`src/design/hmvn_pkg.sv`:
```
// ----------------------------------------------------------------------------
// hmvn_pkg: shared types and constants of the heightmap vertex engine
// Item formats, configuration register indexes, shared-unit operation codes,
// sequencer states and arithmetic widths.
// ----------------------------------------------------------------------------
`default_nettype none

package hmvn_pkg;

    localparam int DEF_MAX_COLS = 128;
    localparam int DEF_MAX_ROWS = 128;

    // configuration port
    localparam int CFG_IDX_W  = 2;
    localparam int CFG_DATA_W = 16;
    localparam logic [CFG_IDX_W-1:0] REG_WIDTH  = 2'd0;
    localparam logic [CFG_IDX_W-1:0] REG_DEPTH  = 2'd1;
    localparam logic [CFG_IDX_W-1:0] REG_HSCALE = 2'd2;
    localparam logic [CFG_IDX_W-1:0] REG_VSCALE = 2'd3;

    localparam logic KIND_LOAD = 1'b0;
    localparam logic KIND_READ = 1'b1;

    // arithmetic widths
    localparam int Y_W    = 28;     // scaled height, Q12.16
    localparam int V_W    = 29;     // vector component / multiplier operand
    localparam int PROD_W = 2 * V_W;
    localparam int SUM_W  = 58;     // sum of three squares
    localparam int NUM_W  = 64;     // shared unit numerator / radicand
    localparam int DEN_W  = 29;
    localparam int REM_W  = 33;
    localparam int RES_W  = 32;
    localparam int CNT_W  = 6;

    // result bits produced per operation
    localparam int TEX_QB  = 24;
    localparam int FACE_QB = 26;
    localparam int NORM_QB = 16;
    localparam int ROOT_B  = 29;

    localparam logic signed [15:0] NORM_ONE = 16'sd16384;
    localparam logic [16:0]        TEX_ONE  = 17'd65536;

    typedef struct packed {
        logic               kind;
        logic [6:0]         col;
        logic [6:0]         row;
        logic signed [15:0] height;
    } hmvn_in_t;

    typedef struct packed {
        logic signed [31:0] pos_x;
        logic signed [31:0] pos_y;
        logic signed [31:0] pos_z;
        logic signed [15:0] norm_x;
        logic signed [15:0] norm_y;
        logic signed [15:0] norm_z;
        logic [16:0]        tex_u;
        logic [16:0]        tex_v;
        logic signed [31:0] box_min_y;
        logic signed [31:0] box_max_y;
    } hmvn_out_t;

    typedef enum logic [1:0] {
        OP_DIV_TEX,
        OP_DIV_FACE,
        OP_DIV_NORM,
        OP_SQRT
    } hmvn_op_t;

    typedef struct packed {
        logic             start;
        hmvn_op_t         op;
        logic [NUM_W-1:0] num;
        logic [DEN_W-1:0] den;
    } hmvn_req_t;

    typedef struct packed {
        logic             done;
        logic [RES_W-1:0] res;
    } hmvn_rsp_t;

    typedef enum logic [4:0] {
        ST_IDLE,
        ST_LD_SCALE,
        ST_LD_BOX,
        ST_RD_ADDR,
        ST_RD_MUL,
        ST_RD_SAVE,
        ST_POS_X,
        ST_POS_Z,
        ST_TEX_U,
        ST_TEX_U_WAIT,
        ST_TEX_V,
        ST_TEX_V_WAIT,
        ST_FACE_SEL,
        ST_NORM_SEL,
        ST_SQ_X,
        ST_SQ_Y,
        ST_SQ_Z,
        ST_SQ_SUM,
        ST_ROOT,
        ST_ROOT_WAIT,
        ST_DIV,
        ST_DIV_WAIT,
        ST_OUT
    } hmvn_state_t;

endpackage

`default_nettype wire

```
`src/design/hmvn_divsqrt.sv`:
```
// ----------------------------------------------------------------------------
// hmvn_divsqrt: shared iterative divide / square-root unit
// Restoring shift-subtract, one result bit per cycle. Division results are
// known to fit the bit count of the operation; square root gives the floor.
// ----------------------------------------------------------------------------
`default_nettype none

module hmvn_divsqrt
    import hmvn_pkg::*;
(
    input  wire logic      clk,
    input  wire logic      rst_n,
    input  wire hmvn_req_t req,
    output hmvn_rsp_t      rsp
);

    logic                busy_reg, busy_next;
    logic                done_reg, done_next;
    logic [CNT_W-1:0]    cnt_reg, cnt_next;
    hmvn_op_t            op_reg, op_next;
    logic [REM_W-1:0]    rem_reg, rem_next;
    logic [NUM_W-1:0]    sh_reg, sh_next;
    logic [RES_W-1:0]    res_reg, res_next;
    logic [DEN_W-1:0]    den_reg, den_next;

    logic [REM_W-1:0]    cand;
    logic [REM_W-1:0]    trial;
    logic [REM_W-1:0]    diff;
    logic                ge;

    // shared compare / subtract
    always_comb
    begin
        if (op_reg == OP_SQRT)
        begin
            cand  = {rem_reg[REM_W-3:0], sh_reg[NUM_W-1:NUM_W-2]};
            trial = {res_reg[REM_W-3:0], 2'b01};
        end
        else
        begin
            cand  = {rem_reg[REM_W-2:0], sh_reg[NUM_W-1]};
            trial = REM_W'(den_reg);
        end
        ge   = (cand >= trial);
        diff = cand - trial;
    end

    always_comb
    begin
        busy_next = busy_reg;
        done_next = 1'b0;
        cnt_next  = cnt_reg;
        op_next   = op_reg;
        rem_next  = rem_reg;
        sh_next   = sh_reg;
        res_next  = res_reg;
        den_next  = den_reg;
        if (req.start)
        begin
            busy_next = 1'b1;
            op_next   = req.op;
            den_next  = req.den;
            res_next  = '0;
            unique case (req.op)
                OP_DIV_TEX:
                begin
                    rem_next = REM_W'(req.num >> TEX_QB);
                    sh_next  = req.num << (NUM_W - TEX_QB);
                    cnt_next = CNT_W'(TEX_QB);
                end
                OP_DIV_FACE:
                begin
                    rem_next = REM_W'(req.num >> FACE_QB);
                    sh_next  = req.num << (NUM_W - FACE_QB);
                    cnt_next = CNT_W'(FACE_QB);
                end
                OP_DIV_NORM:
                begin
                    rem_next = REM_W'(req.num >> NORM_QB);
                    sh_next  = req.num << (NUM_W - NORM_QB);
                    cnt_next = CNT_W'(NORM_QB);
                end
                OP_SQRT:
                begin
                    rem_next = '0;
                    sh_next  = req.num << (NUM_W - 2 * ROOT_B);
                    cnt_next = CNT_W'(ROOT_B);
                end
                default:
                begin
                    rem_next = '0;
                    sh_next  = '0;
                    cnt_next = '0;
                end
            endcase
        end
        else if (busy_reg)
        begin
            rem_next = ge ? diff : cand;
            res_next = {res_reg[RES_W-2:0], ge};
            sh_next  = (op_reg == OP_SQRT) ? (sh_reg << 2) : (sh_reg << 1);
            cnt_next = cnt_reg - CNT_W'(1);
            if (cnt_reg == CNT_W'(1))
            begin
                busy_next = 1'b0;
                done_next = 1'b1;
            end
        end
    end

    always_ff @(posedge clk or negedge rst_n)
    begin
        if (!rst_n)
        begin
            busy_reg <= 1'b0;
            done_reg <= 1'b0;
            cnt_reg  <= '0;
        end
        else
        begin
            busy_reg <= busy_next;
            done_reg <= done_next;
            cnt_reg  <= cnt_next;
        end
    end

    always_ff @(posedge clk)
    begin
        op_reg  <= op_next;
        rem_reg <= rem_next;
        sh_reg  <= sh_next;
        res_reg <= res_next;
        den_reg <= den_next;
    end

    assign rsp.done = done_reg;
    assign rsp.res  = res_reg;

endmodule

`default_nettype wire
```
`config.mk`:
```
export PLATFORM = sky130hd
export DESIGN_NAME = hmvn_divsqrt
export DESIGN_NICKNAME = d
export VERILOG_FILES = /design/src/design/hmvn_pkg.sv /design/src/design/hmvn_divsqrt.sv
export SDC_FILE = /design/constraint.sdc
export NUM_CORES = 1
export LEC_CHECK = 0
export ABC_AREA = 1
export BUFFER_PORTS_ARGS = -buffer_cell sky130_fd_sc_hd__buf_2
export CORE_ASPECT_RATIO = 0.9
export CORE_MARGIN = 2
export CORE_UTILIZATION = 31
export DETAILED_ROUTE_END_ITERATION = 8
export SETUP_SLACK_MARGIN = 0.5
export SKIP_CTS_REPAIR_TIMING = 1
export SLEW_MARGIN = 20
export SYNTH_ARGS = -nofsm -noshare
export SYNTH_HDL_FRONTEND = slang
export SYNTH_SLANG_ARGS = --single-unit
```
`constraint.sdc`:
```
create_clock -name clk -period 4.1 [get_ports clk]
set_input_delay 0.82 -clock clk [delete_from_list [all_inputs] [get_ports clk]]
set_output_delay 0.82 -clock clk [all_outputs]
set_load 0.01 [all_outputs]
```
Word-level counts from Yosys, hierarchy flattened:

Cells that the tools add are included.

* eq/ne operators: 5
* add/subtract/negate cells: 2
* multiplexer cells: 19
* $lt $le $gt $ge: 1
* reductions and logical operators: 2

Operators with widths (count)
* $pmux 64 s4: 1
* $mux 64: 3
* $pmux 32 s4: 1
* $mux 32: 3
* $mux 33: 2
* $ge 33x33->1: 1
* $sub 32x32->32: 1
* $pmux 6 s4: 1
* $mux 6: 2
* $eq 2x2->1 const B: 3
* $eq 6x1->1 const B: 1
* $mux 1: 6
* $sub 6x1->6 const B: 1
* $eq 2x1->1 const B: 1
* $logic_not 2->1: 1
* $reduce_bool 2->1: 1

* output and inout bits: 33
* word-level logic and storage cells: 37
* input port bits: 98
* flip-flop bits (word level): 167

Logic depth before layout (Yosys ltp):

Gate-level depths: netlist of run 1.

* word-level depth: 6
* gate-level depth with buffers: 23
* gate-level depth less buffers: 20

Least setup slack after synthesis of run 1:

Ideal clock, no wire load.

* path type: input port to flip-flop
* from: in req[95] (netlist bit)
* to: reg rem_reg[0] (enable)
* setup slack: -0.010 ns
* arrival time: 3.621 ns
* data required time: 3.610 ns
* stages on the path: 3
* setup time: 0.490 ns
* buffers on the path: 1
* cell sequence: nor2_1 clkinv_1 clkbuf_1

* word-level cells in the longest chain between the ends: 1

Ends and longest elaborated chain
* start: declaration: line hmvn_divsqrt.sv:13 `input wire hmvn_req_t req,`
* $reduce_bool 2->1 (no line)
* end signal: assignment: line hmvn_divsqrt.sv:130 `rem_reg <= rem_next;`
* end: declaration: line hmvn_divsqrt.sv:21 `logic [REM_W-1:0] rem_reg, rem_next;`

No other way between the ends.
A chain may end at the register's enable or synchronous reset.

Final worst setup path of run 1:

* from: reg op_reg[0]
* to: reg rem_reg[29] (data pin)

* word-level cells in the longest chain between the ends: 6
* elaborated cells between the ends (all ways): 8
* those cells by class: add/sub (1); order compare (1); eq/ne (1); mux (5)

Ends and longest elaborated chain
* start: declaration: line hmvn_divsqrt.sv:20 `hmvn_op_t op_reg, op_next;`
* start signal: assignment: line hmvn_divsqrt.sv:129 `op_reg <= op_next;`
* $eq 2x2->1 (*): line hmvn_divsqrt.sv:34 `if (op_reg == OP_SQRT)`
* $mux 33: line hmvn_divsqrt.sv:34
* $sub 32x32->32 or $ge 33x33->1 (tied branches): line hmvn_divsqrt.sv:45, hmvn_divsqrt.sv:44
* $mux 32 (*): line hmvn_divsqrt.sv:99 `rem_next = ge ? diff : cand;`
* $mux 32 (*): line hmvn_divsqrt.sv:97 `else if (busy_reg)`
* $mux 32 (*): line hmvn_divsqrt.sv:58 `if (req.start)`
* via rem_next[29]: line hmvn_divsqrt.sv:21

The timed path passes the listed nets; every way through them passes the cells marked *. The select of a mux whose other input is x is not followed.

==> results.sh, run 1 <==
export IMPL_nets=1793
export IMPL_r2r_slack_ns=0.71
export IMPL_fin_crit_ns=3.388
export IMPL_fp_row_count=66
export IMPL_ff2ff_path_depth=17
export IMPL_ir_drop_mv=0.3563
export IMPL_yosysWarnings=0
export IMPL_cts_sinks=161
export IMPL_crit_start="op_reg[0]$_DFFE_PP_"
export IMPL_final_core_util_pct=36.31
export IMPL_cts_tree="yes"
export IMPL_highest_layer="met4"
export IMPL_wirelength_met1_um=17540
export IMPL_gr_usage_all_layers_pct=19.45
export IMPL_antenna_found_initial=0
export IMPL_yosys_register_bits=161
export IMPL_htreeDepth=4
export IMPL_powerDensity_nw_per_um2=584.1
export IMPL_yosysTopAreaCell="edfxtp_1"
export IMPL_maxSlewViolCount=0
export IMPL_antennaDiodeCount=0
export IMPL_die_h_um=184.6
export IMPL_drc_errors=0
export IMPL_gr_total_overflow=0
export IMPL_largest_reg_flops=58
export IMPL_die_w_um=204.7
export IMPL_wirelength_um=36900
export IMPL_worstPathCellList="nand2_4, inv_4, buf_12, o21ai_0, ha_1, nand2_1, nor2_1, nand2_1, nor2_2, inv_2, nor2_4, nor2_4, buf_12, nand2_4, nand3_1, nand2_1, nand2_1"
export IMPL_ys_flop_type="edfxtp_1"
export IMPL_wire_per_inst_um=17.19
export IMPL_met3_length_um=2348
export IMPL_core_area_sq_um=35920
export IMPL_syn_inst=1559
export IMPL_setup_viol=0
export IMPL_syn_num_nets=1693
export IMPL_yosysTopAreaCellShare_pct=32.34
export IMPL_synthTopCellsByArea="edfxtp_1 (32%), nand2_1 (13%), inv_1 (8.8%)"
export IMPL_dr_pass1_iters=6
export IMPL_final_layout_size_suffix_gt1_share_pct=14.12
export IMPL_finClkSkew_ns=0.01498
export IMPL_criticalPathCategory="flop to flop"
export IMPL_numCtsBuffers=17
export IMPL_ios=131
export IMPL_synth_cell_types=49
export IMPL_r2r_end="rem_reg[29]$_DFFE_PP_"
export IMPL_cp_data_required_time_ns=4.28
export IMPL_vias=11020
export IMPL_yosys_area_share_simple_pct=24.30
export IMPL_grt_pass1_vias=10290
export IMPL_dp_hpwl_um=28040
export IMPL_cpPeakStageDelay_ns=0.58
export IMPL_tightestPinTransition_ns=1.078
export IMPL_synthAdderAreaFrac_pct=4.076
export IMPL_seq_area_frac_synth_pct=39.83
export IMPL_avgSynthCellArea_sq_um=7.206
export IMPL_drt_vias_per_instance=5.130
export IMPL_finalHoldViolCount=0
export IMPL_synth_compound_area_share_pct=18.50
export IMPL_synth_edf_count=121
export IMPL_status="finished, final reports clean"
export IMPL_grt_pass1_wl_um=56700
export IMPL_total_leakage_power_nw=6.155
export IMPL_arrival_ns=3.57
export IMPL_ant_nets=0
export IMPL_grt_max_degree=66
export IMPL_synth_xor_area_share_pct=1.169
export IMPL_fin_crit_sh_pct=82.63
export IMPL_gp_congestion=0.9608
export IMPL_synth_top_family_by_area="simple AND/OR/NAND/NOR gates"
export IMPL_syn_area_sq_um=11230
export IMPL_worstReg2RegStart="op_reg[0]$_DFFE_PP_"
export IMPL_cpMostUsedCell="nand2_1"
export IMPL_yosysMostFrequentCell="nand2_1"
export IMPL_die_area_sq_um=37780
export IMPL_endpoint_kind="flop"
export IMPL_syn2layout_area_growth_pct=16.12
export IMPL_crit_fanout=65
export IMPL_clkLatencyLatePin_ns=0.44
export IMPL_path_clk_slew_ns=0.07
export IMPL_initial_core_util_pct=31.27
export IMPL_slew_limit_headroom_pct=28.03
export IMPL_synth_common_cells="nand2_1 (401), inv_1 (264), o21ai_0 (131)"
export IMPL_drt_initial_drc_count=1186
export IMPL_setup_tns_ns=0
export IMPL_rsz0062_at_grt="no"
export IMPL_slowest_stage="o21ai_0"
export IMPL_wl_met2_um=16320
export IMPL_cp_start_kind="flop"
export IMPL_io_buffer_count=124
export IMPL_hp_class="input port to asynchronous set/reset pin"
export IMPL_max_freq_mhz=295.2
export IMPL_synthArstFlopShare_pct=4.969
export IMPL_cts_root_buf="clkbuf_16"
export IMPL_cts_buffer_depth=2
export IMPL_synthMuxAreaShare_pct=0.08910
export IMPL_drv_cap=0
==> worst max-delay path, delay by kind of cell, from the launching register on <==
family          cells  cell delay (ns)
fa+ha+maj           1             0.30
buf+inv             4             0.44
compound gates      1             0.58
simple gates       11             1.35
flops               1             0.42
==> layout by cell type (no fill, tap or decap), types with 27 or more instances in the layout <==
| cell type | synthesis | layout |
|---|---|---|
| a21oi_1 | 64 | 64 |
| buf_2 | 10 | 124 |
| buf_4 | 3 | 27 |
| dfxtp_1 | 32 | 32 |
| edfxtp_1 | 121 | 121 |
| ha_1 | 35 | 33 |
| inv_1 | 264 | 262 |
| nand2_1 | 401 | 399 |
| nand3_1 | 94 | 94 |
| nor2_1 | 81 | 79 |
| o21ai_0 | 131 | 129 |
| o22ai_1 | 93 | 93 |
==> through the flow <==
| stage | hold slack [ns] | instances | area [sq um] | worst slack, ns | power, W |
|---|---|---|---|---|---|
| after floorplan | 0.4348 | 1559 | 11240 | 1.112 | 0.004948 |
| after global placement | 0.4501 | 2109 | 12360 | 0.4770 | 0.005864 |
| after detailed placement | 0.4676 | 2109 | 12360 | 0.4394 | 0.005898 |
| after CTS | 0.2205 | 2140 | 12930 | 0.4038 | 0.007494 |
| after global routing | 0.2299 | 2147 | 13050 | 0.5159 | 0.008197 |
| final | 0.2248 | 2147 | 13050 | 0.7122 | 0.007620 |
==> power by group <==
group / switching [W] / internal (W)
clock: 0.000687 / 0.000897
combinational: 0.00246 / 0.00133
sequential: 0.000129 / 0.00211
==> routing by layer <==
layer / global-route usage [%] / vias up
met5: 0 / -
met4: 5.507 / 0
met3: 2.988 / 41
met2: 30.23 / 400
met1: 27.84 / 5170
li1: - / 5404
==> cell families after synthesis <==
group | after synthesis
multiplexers | 1
AND/OR/NAND/NOR | 643
AO/OA/AOI/OAI | 355
XOR/XNOR | 15
flip-flops | 161
buffers and inverters | 348
adder cells (fa/ha/maj) | 36
==> area by class of cell <==
| class | instances | area, sq um |
|---|---|---|
| Sequential cell | 161 | 4474 |
| Fill cell | 3856 | 22880 |
| Multi-Input combinational cell | 1052 | 5473 |
| Tap cell | 476 | 595.6 |
| Inverter | 271 | 1023 |
| Clock buffer | 19 | 432.9 |
| Timing Repair Buffer | 156 | 909.6 |
| Clock inverter | 12 | 136.4 |
==> worst max path at each step <==
| stage | endpoint | slack, ns | cells after the start |
|---|---|---|---|
| global route | rem_reg[0]$_DFFE_PP_ | 0.52 | 19 |
| detailed placement | rem_reg[30]$_DFFE_PP_ | 0.44 | 16 |
| finish | rem_reg[29]$_DFFE_PP_ | 0.71 | 17 |
| floorplan | rem_reg[28]$_DFFE_PP_ | 1.11 | 21 |
| CTS | rem_reg[30]$_DFFE_PP_ | 0.40 | 16 |
| global placement | rem_reg[30]$_DFFE_PP_ | 0.48 | 16 |
Power figures use the tool's default switching activity.
==> inputs of run 2 (changes only) <==
==> constraint.sdc (replaced) <==
create_clock -name clk -period 2.9 [get_ports clk]
set_input_delay 0.58 -clock clk [delete_from_list [all_inputs] [get_ports clk]]
set_output_delay 0.58 -clock clk [all_outputs]
set_load 0.01 [all_outputs]
==> run 2 against run 1 <==
First-iteration DRC count fell by 13%. Global-route usage rose by 0.60 points. Sequential cell count did not move. Largest power group unchanged. Non-clock buffer count rose by 166. Sequential share of layout area fell by 5.4 points. Combinational power rose by 120%. Cell area rose by 19%. Power rose by 84%. Worst setup slack got worse by 0.85 ns. Highest routed layer is now met5. The flow now finishes with violations (negative setup slack). Count of clock-buffer cells in the layout rose by 1. Critical endpoint is now rem_reg[30]$_DFFE_PP_. Worst hold slack improved by 0.076 ns.
==> results.sh, run 2 (same netlist as run 1, synthesis figures left out) <==
export IMPL_arrival_ns=3.24
export IMPL_fin_crit_ns=3.038
export IMPL_drc_errors=0
export IMPL_cts_tree="yes"
export IMPL_wirelength_met1_um=17520
export IMPL_maxSlewViolCount=0
export IMPL_slowest_stage="edfxtp_1"
export IMPL_drt_vias_per_instance=5.054
export IMPL_powerDensity_nw_per_um2=903.9
export IMPL_r2r_slack_ns=-0.14
export IMPL_violations="negative setup slack"
export IMPL_total_leakage_power_nw=7.256
export IMPL_cp_start_kind="flop"
export IMPL_max_freq_mhz=329.1
export IMPL_gr_total_overflow=0
export IMPL_fin_crit_sh_pct=104.8
export IMPL_ant_nets=0
export IMPL_die_area_sq_um=37780
export IMPL_antenna_found_initial=2
export IMPL_whs_path_depth=1
export IMPL_crit_fanout=7
export IMPL_core_area_sq_um=35920
export IMPL_cpMostUsedCell="nor2_4"
export IMPL_htreeDepth=4
export IMPL_largest_reg_flops=58
export IMPL_nets=1957
export IMPL_endpoint_kind="flop"
export IMPL_finalHoldViolCount=0
export IMPL_finalPower_w=0.01401
export IMPL_dp_hpwl_um=29030
export IMPL_cp_data_required_time_ns=3.10
export IMPL_worstPathCellList="nand2_4, inv_8, clkbuf_16, or2_2, o21ai_2, inv_2, ha_4, buf_6, nand2_4, nor2_4, nand2_2, nor2_4, inv_2, nor2_4, nor2_4, buf_12, nand2_8, clkbuf_16, nand3_2, nand2_1, nand2_1"
export IMPL_hp_class="input port to flop"
export IMPL_rsz0062_at_grt="yes"
export IMPL_ff2ff_path_depth=21
export IMPL_worstReg2RegStart="op_reg[0]$_DFFE_PP_"
export IMPL_path_clk_slew_ns=0.07
export IMPL_fillers=3596
export IMPL_die_w_um=204.7
export IMPL_dr_pass1_iters=6
export IMPL_syn2layout_area_growth_pct=38.01
export IMPL_ir_drop_mv=0.4736
export IMPL_worst_slack_ns=-0.1385
export IMPL_die_h_um=184.6
export IMPL_crit_family="simple AND/OR/NAND/NOR gates"
export IMPL_drt_initial_drc_count=1028
export IMPL_slew_limit_headroom_pct=44.35
export IMPL_r2r_end="rem_reg[30]$_DFFE_PP_"
export IMPL_ios=131
export IMPL_status="complete, but fails checks"
export IMPL_criticalPathCategory="flop to flop"
export IMPL_gp_congestion=0.9022
export IMPL_io_buffer_count=124
export IMPL_numCtsBuffers=17
export IMPL_final_cell_mix="nand2_1 (347), inv_1 (242), buf_4 (160)"
export IMPL_cts_root_buf="clkbuf_16"
export IMPL_cts_buffer_depth=2
export IMPL_grt_max_degree=66
export IMPL_layout_commonest_cell="nand2_1"
export IMPL_cts_sinks=161
export IMPL_final_core_util_pct=43.16
export IMPL_whs_ns=0.3005
export IMPL_final_layout_size_suffix_gt1_share_pct=30.88
export IMPL_setup_viol=32
export IMPL_finClkSkew_ns=0.009846
export IMPL_cpPeakStageDelay_ns=0.42
export IMPL_tightestPinTransition_ns=0.8348
export IMPL_highest_layer="met5"
export IMPL_vias=11690
export IMPL_wirelength_um=39970
export IMPL_setup_tns_ns=-3.555
export IMPL_crit_start="op_reg[0]$_DFFE_PP_"
export IMPL_critPathBufInv=7
export IMPL_wire_per_inst_um=17.29
export IMPL_fp_row_count=66
export IMPL_crit_cells=21
export IMPL_initial_core_util_pct=31.27
export IMPL_grt_pass1_wl_um=58160
export IMPL_gr_usage_all_layers_pct=20.05
export IMPL_crit_end="rem_reg[30]$_DFFE_PP_"
export IMPL_met3_length_um=2342
export IMPL_antennaDiodeCount=0
export IMPL_clkLatencyLatePin_ns=0.45
export IMPL_wl_met2_um=19110
export IMPL_grt_pass1_vias=10560
export IMPL_drv_cap=0
## run 2: cell count changes in the layout (fill, tap and decap cells not counted), moves of 27 or more
cell     previous run  this run
buf_4              27       160
nand2_1           399       347
o21ai_0           129        82
nand2_2             6        46
o21ai_2             0        27
## run 2: area by class of cell
type                    instances  area, sq um  share of cell area (%)
flip-flops and latches        161         4474                   28.86
clock inverters                12        111.4                  0.7182
multi-input cells            1050         6316                   40.74
well taps                     476        595.6                   3.841
repair buffers                322         2502                   16.14
inverters                     271         1027                   6.625
clock buffers                  20        478.0                   3.083
## run 2: power breakdown
| part | leakage, nW | switching (W) | internal, W |
|---|---|---|---|
| registers | 1.67 | 0.000219 | 0.00299 |
| clock network | 0.290 | 0.00110 | 0.00123 |
| logic | 5.30 | 0.00452 | 0.00396 |
| total | 7.26 | 0.00584 | 0.00817 |
## run 2: metrics by stage
step	cell area [sq um]	setup WS [ns]	cells
finish	15500	-0.1385	2312
detailed placement	13600	-0.3406	2238
CTS	14180	-0.3523	2270
global placement	13600	-0.2564	2238
global route	15500	-0.2807	2312
floorplan	11520	0.1616	1559
## run 2: worst min-delay path by stage
stage	start	endpoint	slack, ns
CTS	rst_n	cnt_reg[5]$_DFFE_PN0P_	-0.05
global route	req[13]	den_reg[13]$_DFFE_PP_	0.29
finish	req[28]	den_reg[28]$_DFFE_PP_	0.30
floorplan	rst_n	busy_reg$_DFF_PN0_	0.28
detailed placement	rst_n	cnt_reg[4]$_DFFE_PN0P_	0.44
global placement	rst_n	cnt_reg[4]$_DFFE_PN0P_	0.43
## run 2: per-layer routing
metal / up-vias / global-route usage (%)
li1: 5753 / -
met1: 5435 / 26.97
met2: 431 / 33.18
met3: 63 / 2.687
met4: 4 / 6.493
met5: - / 0
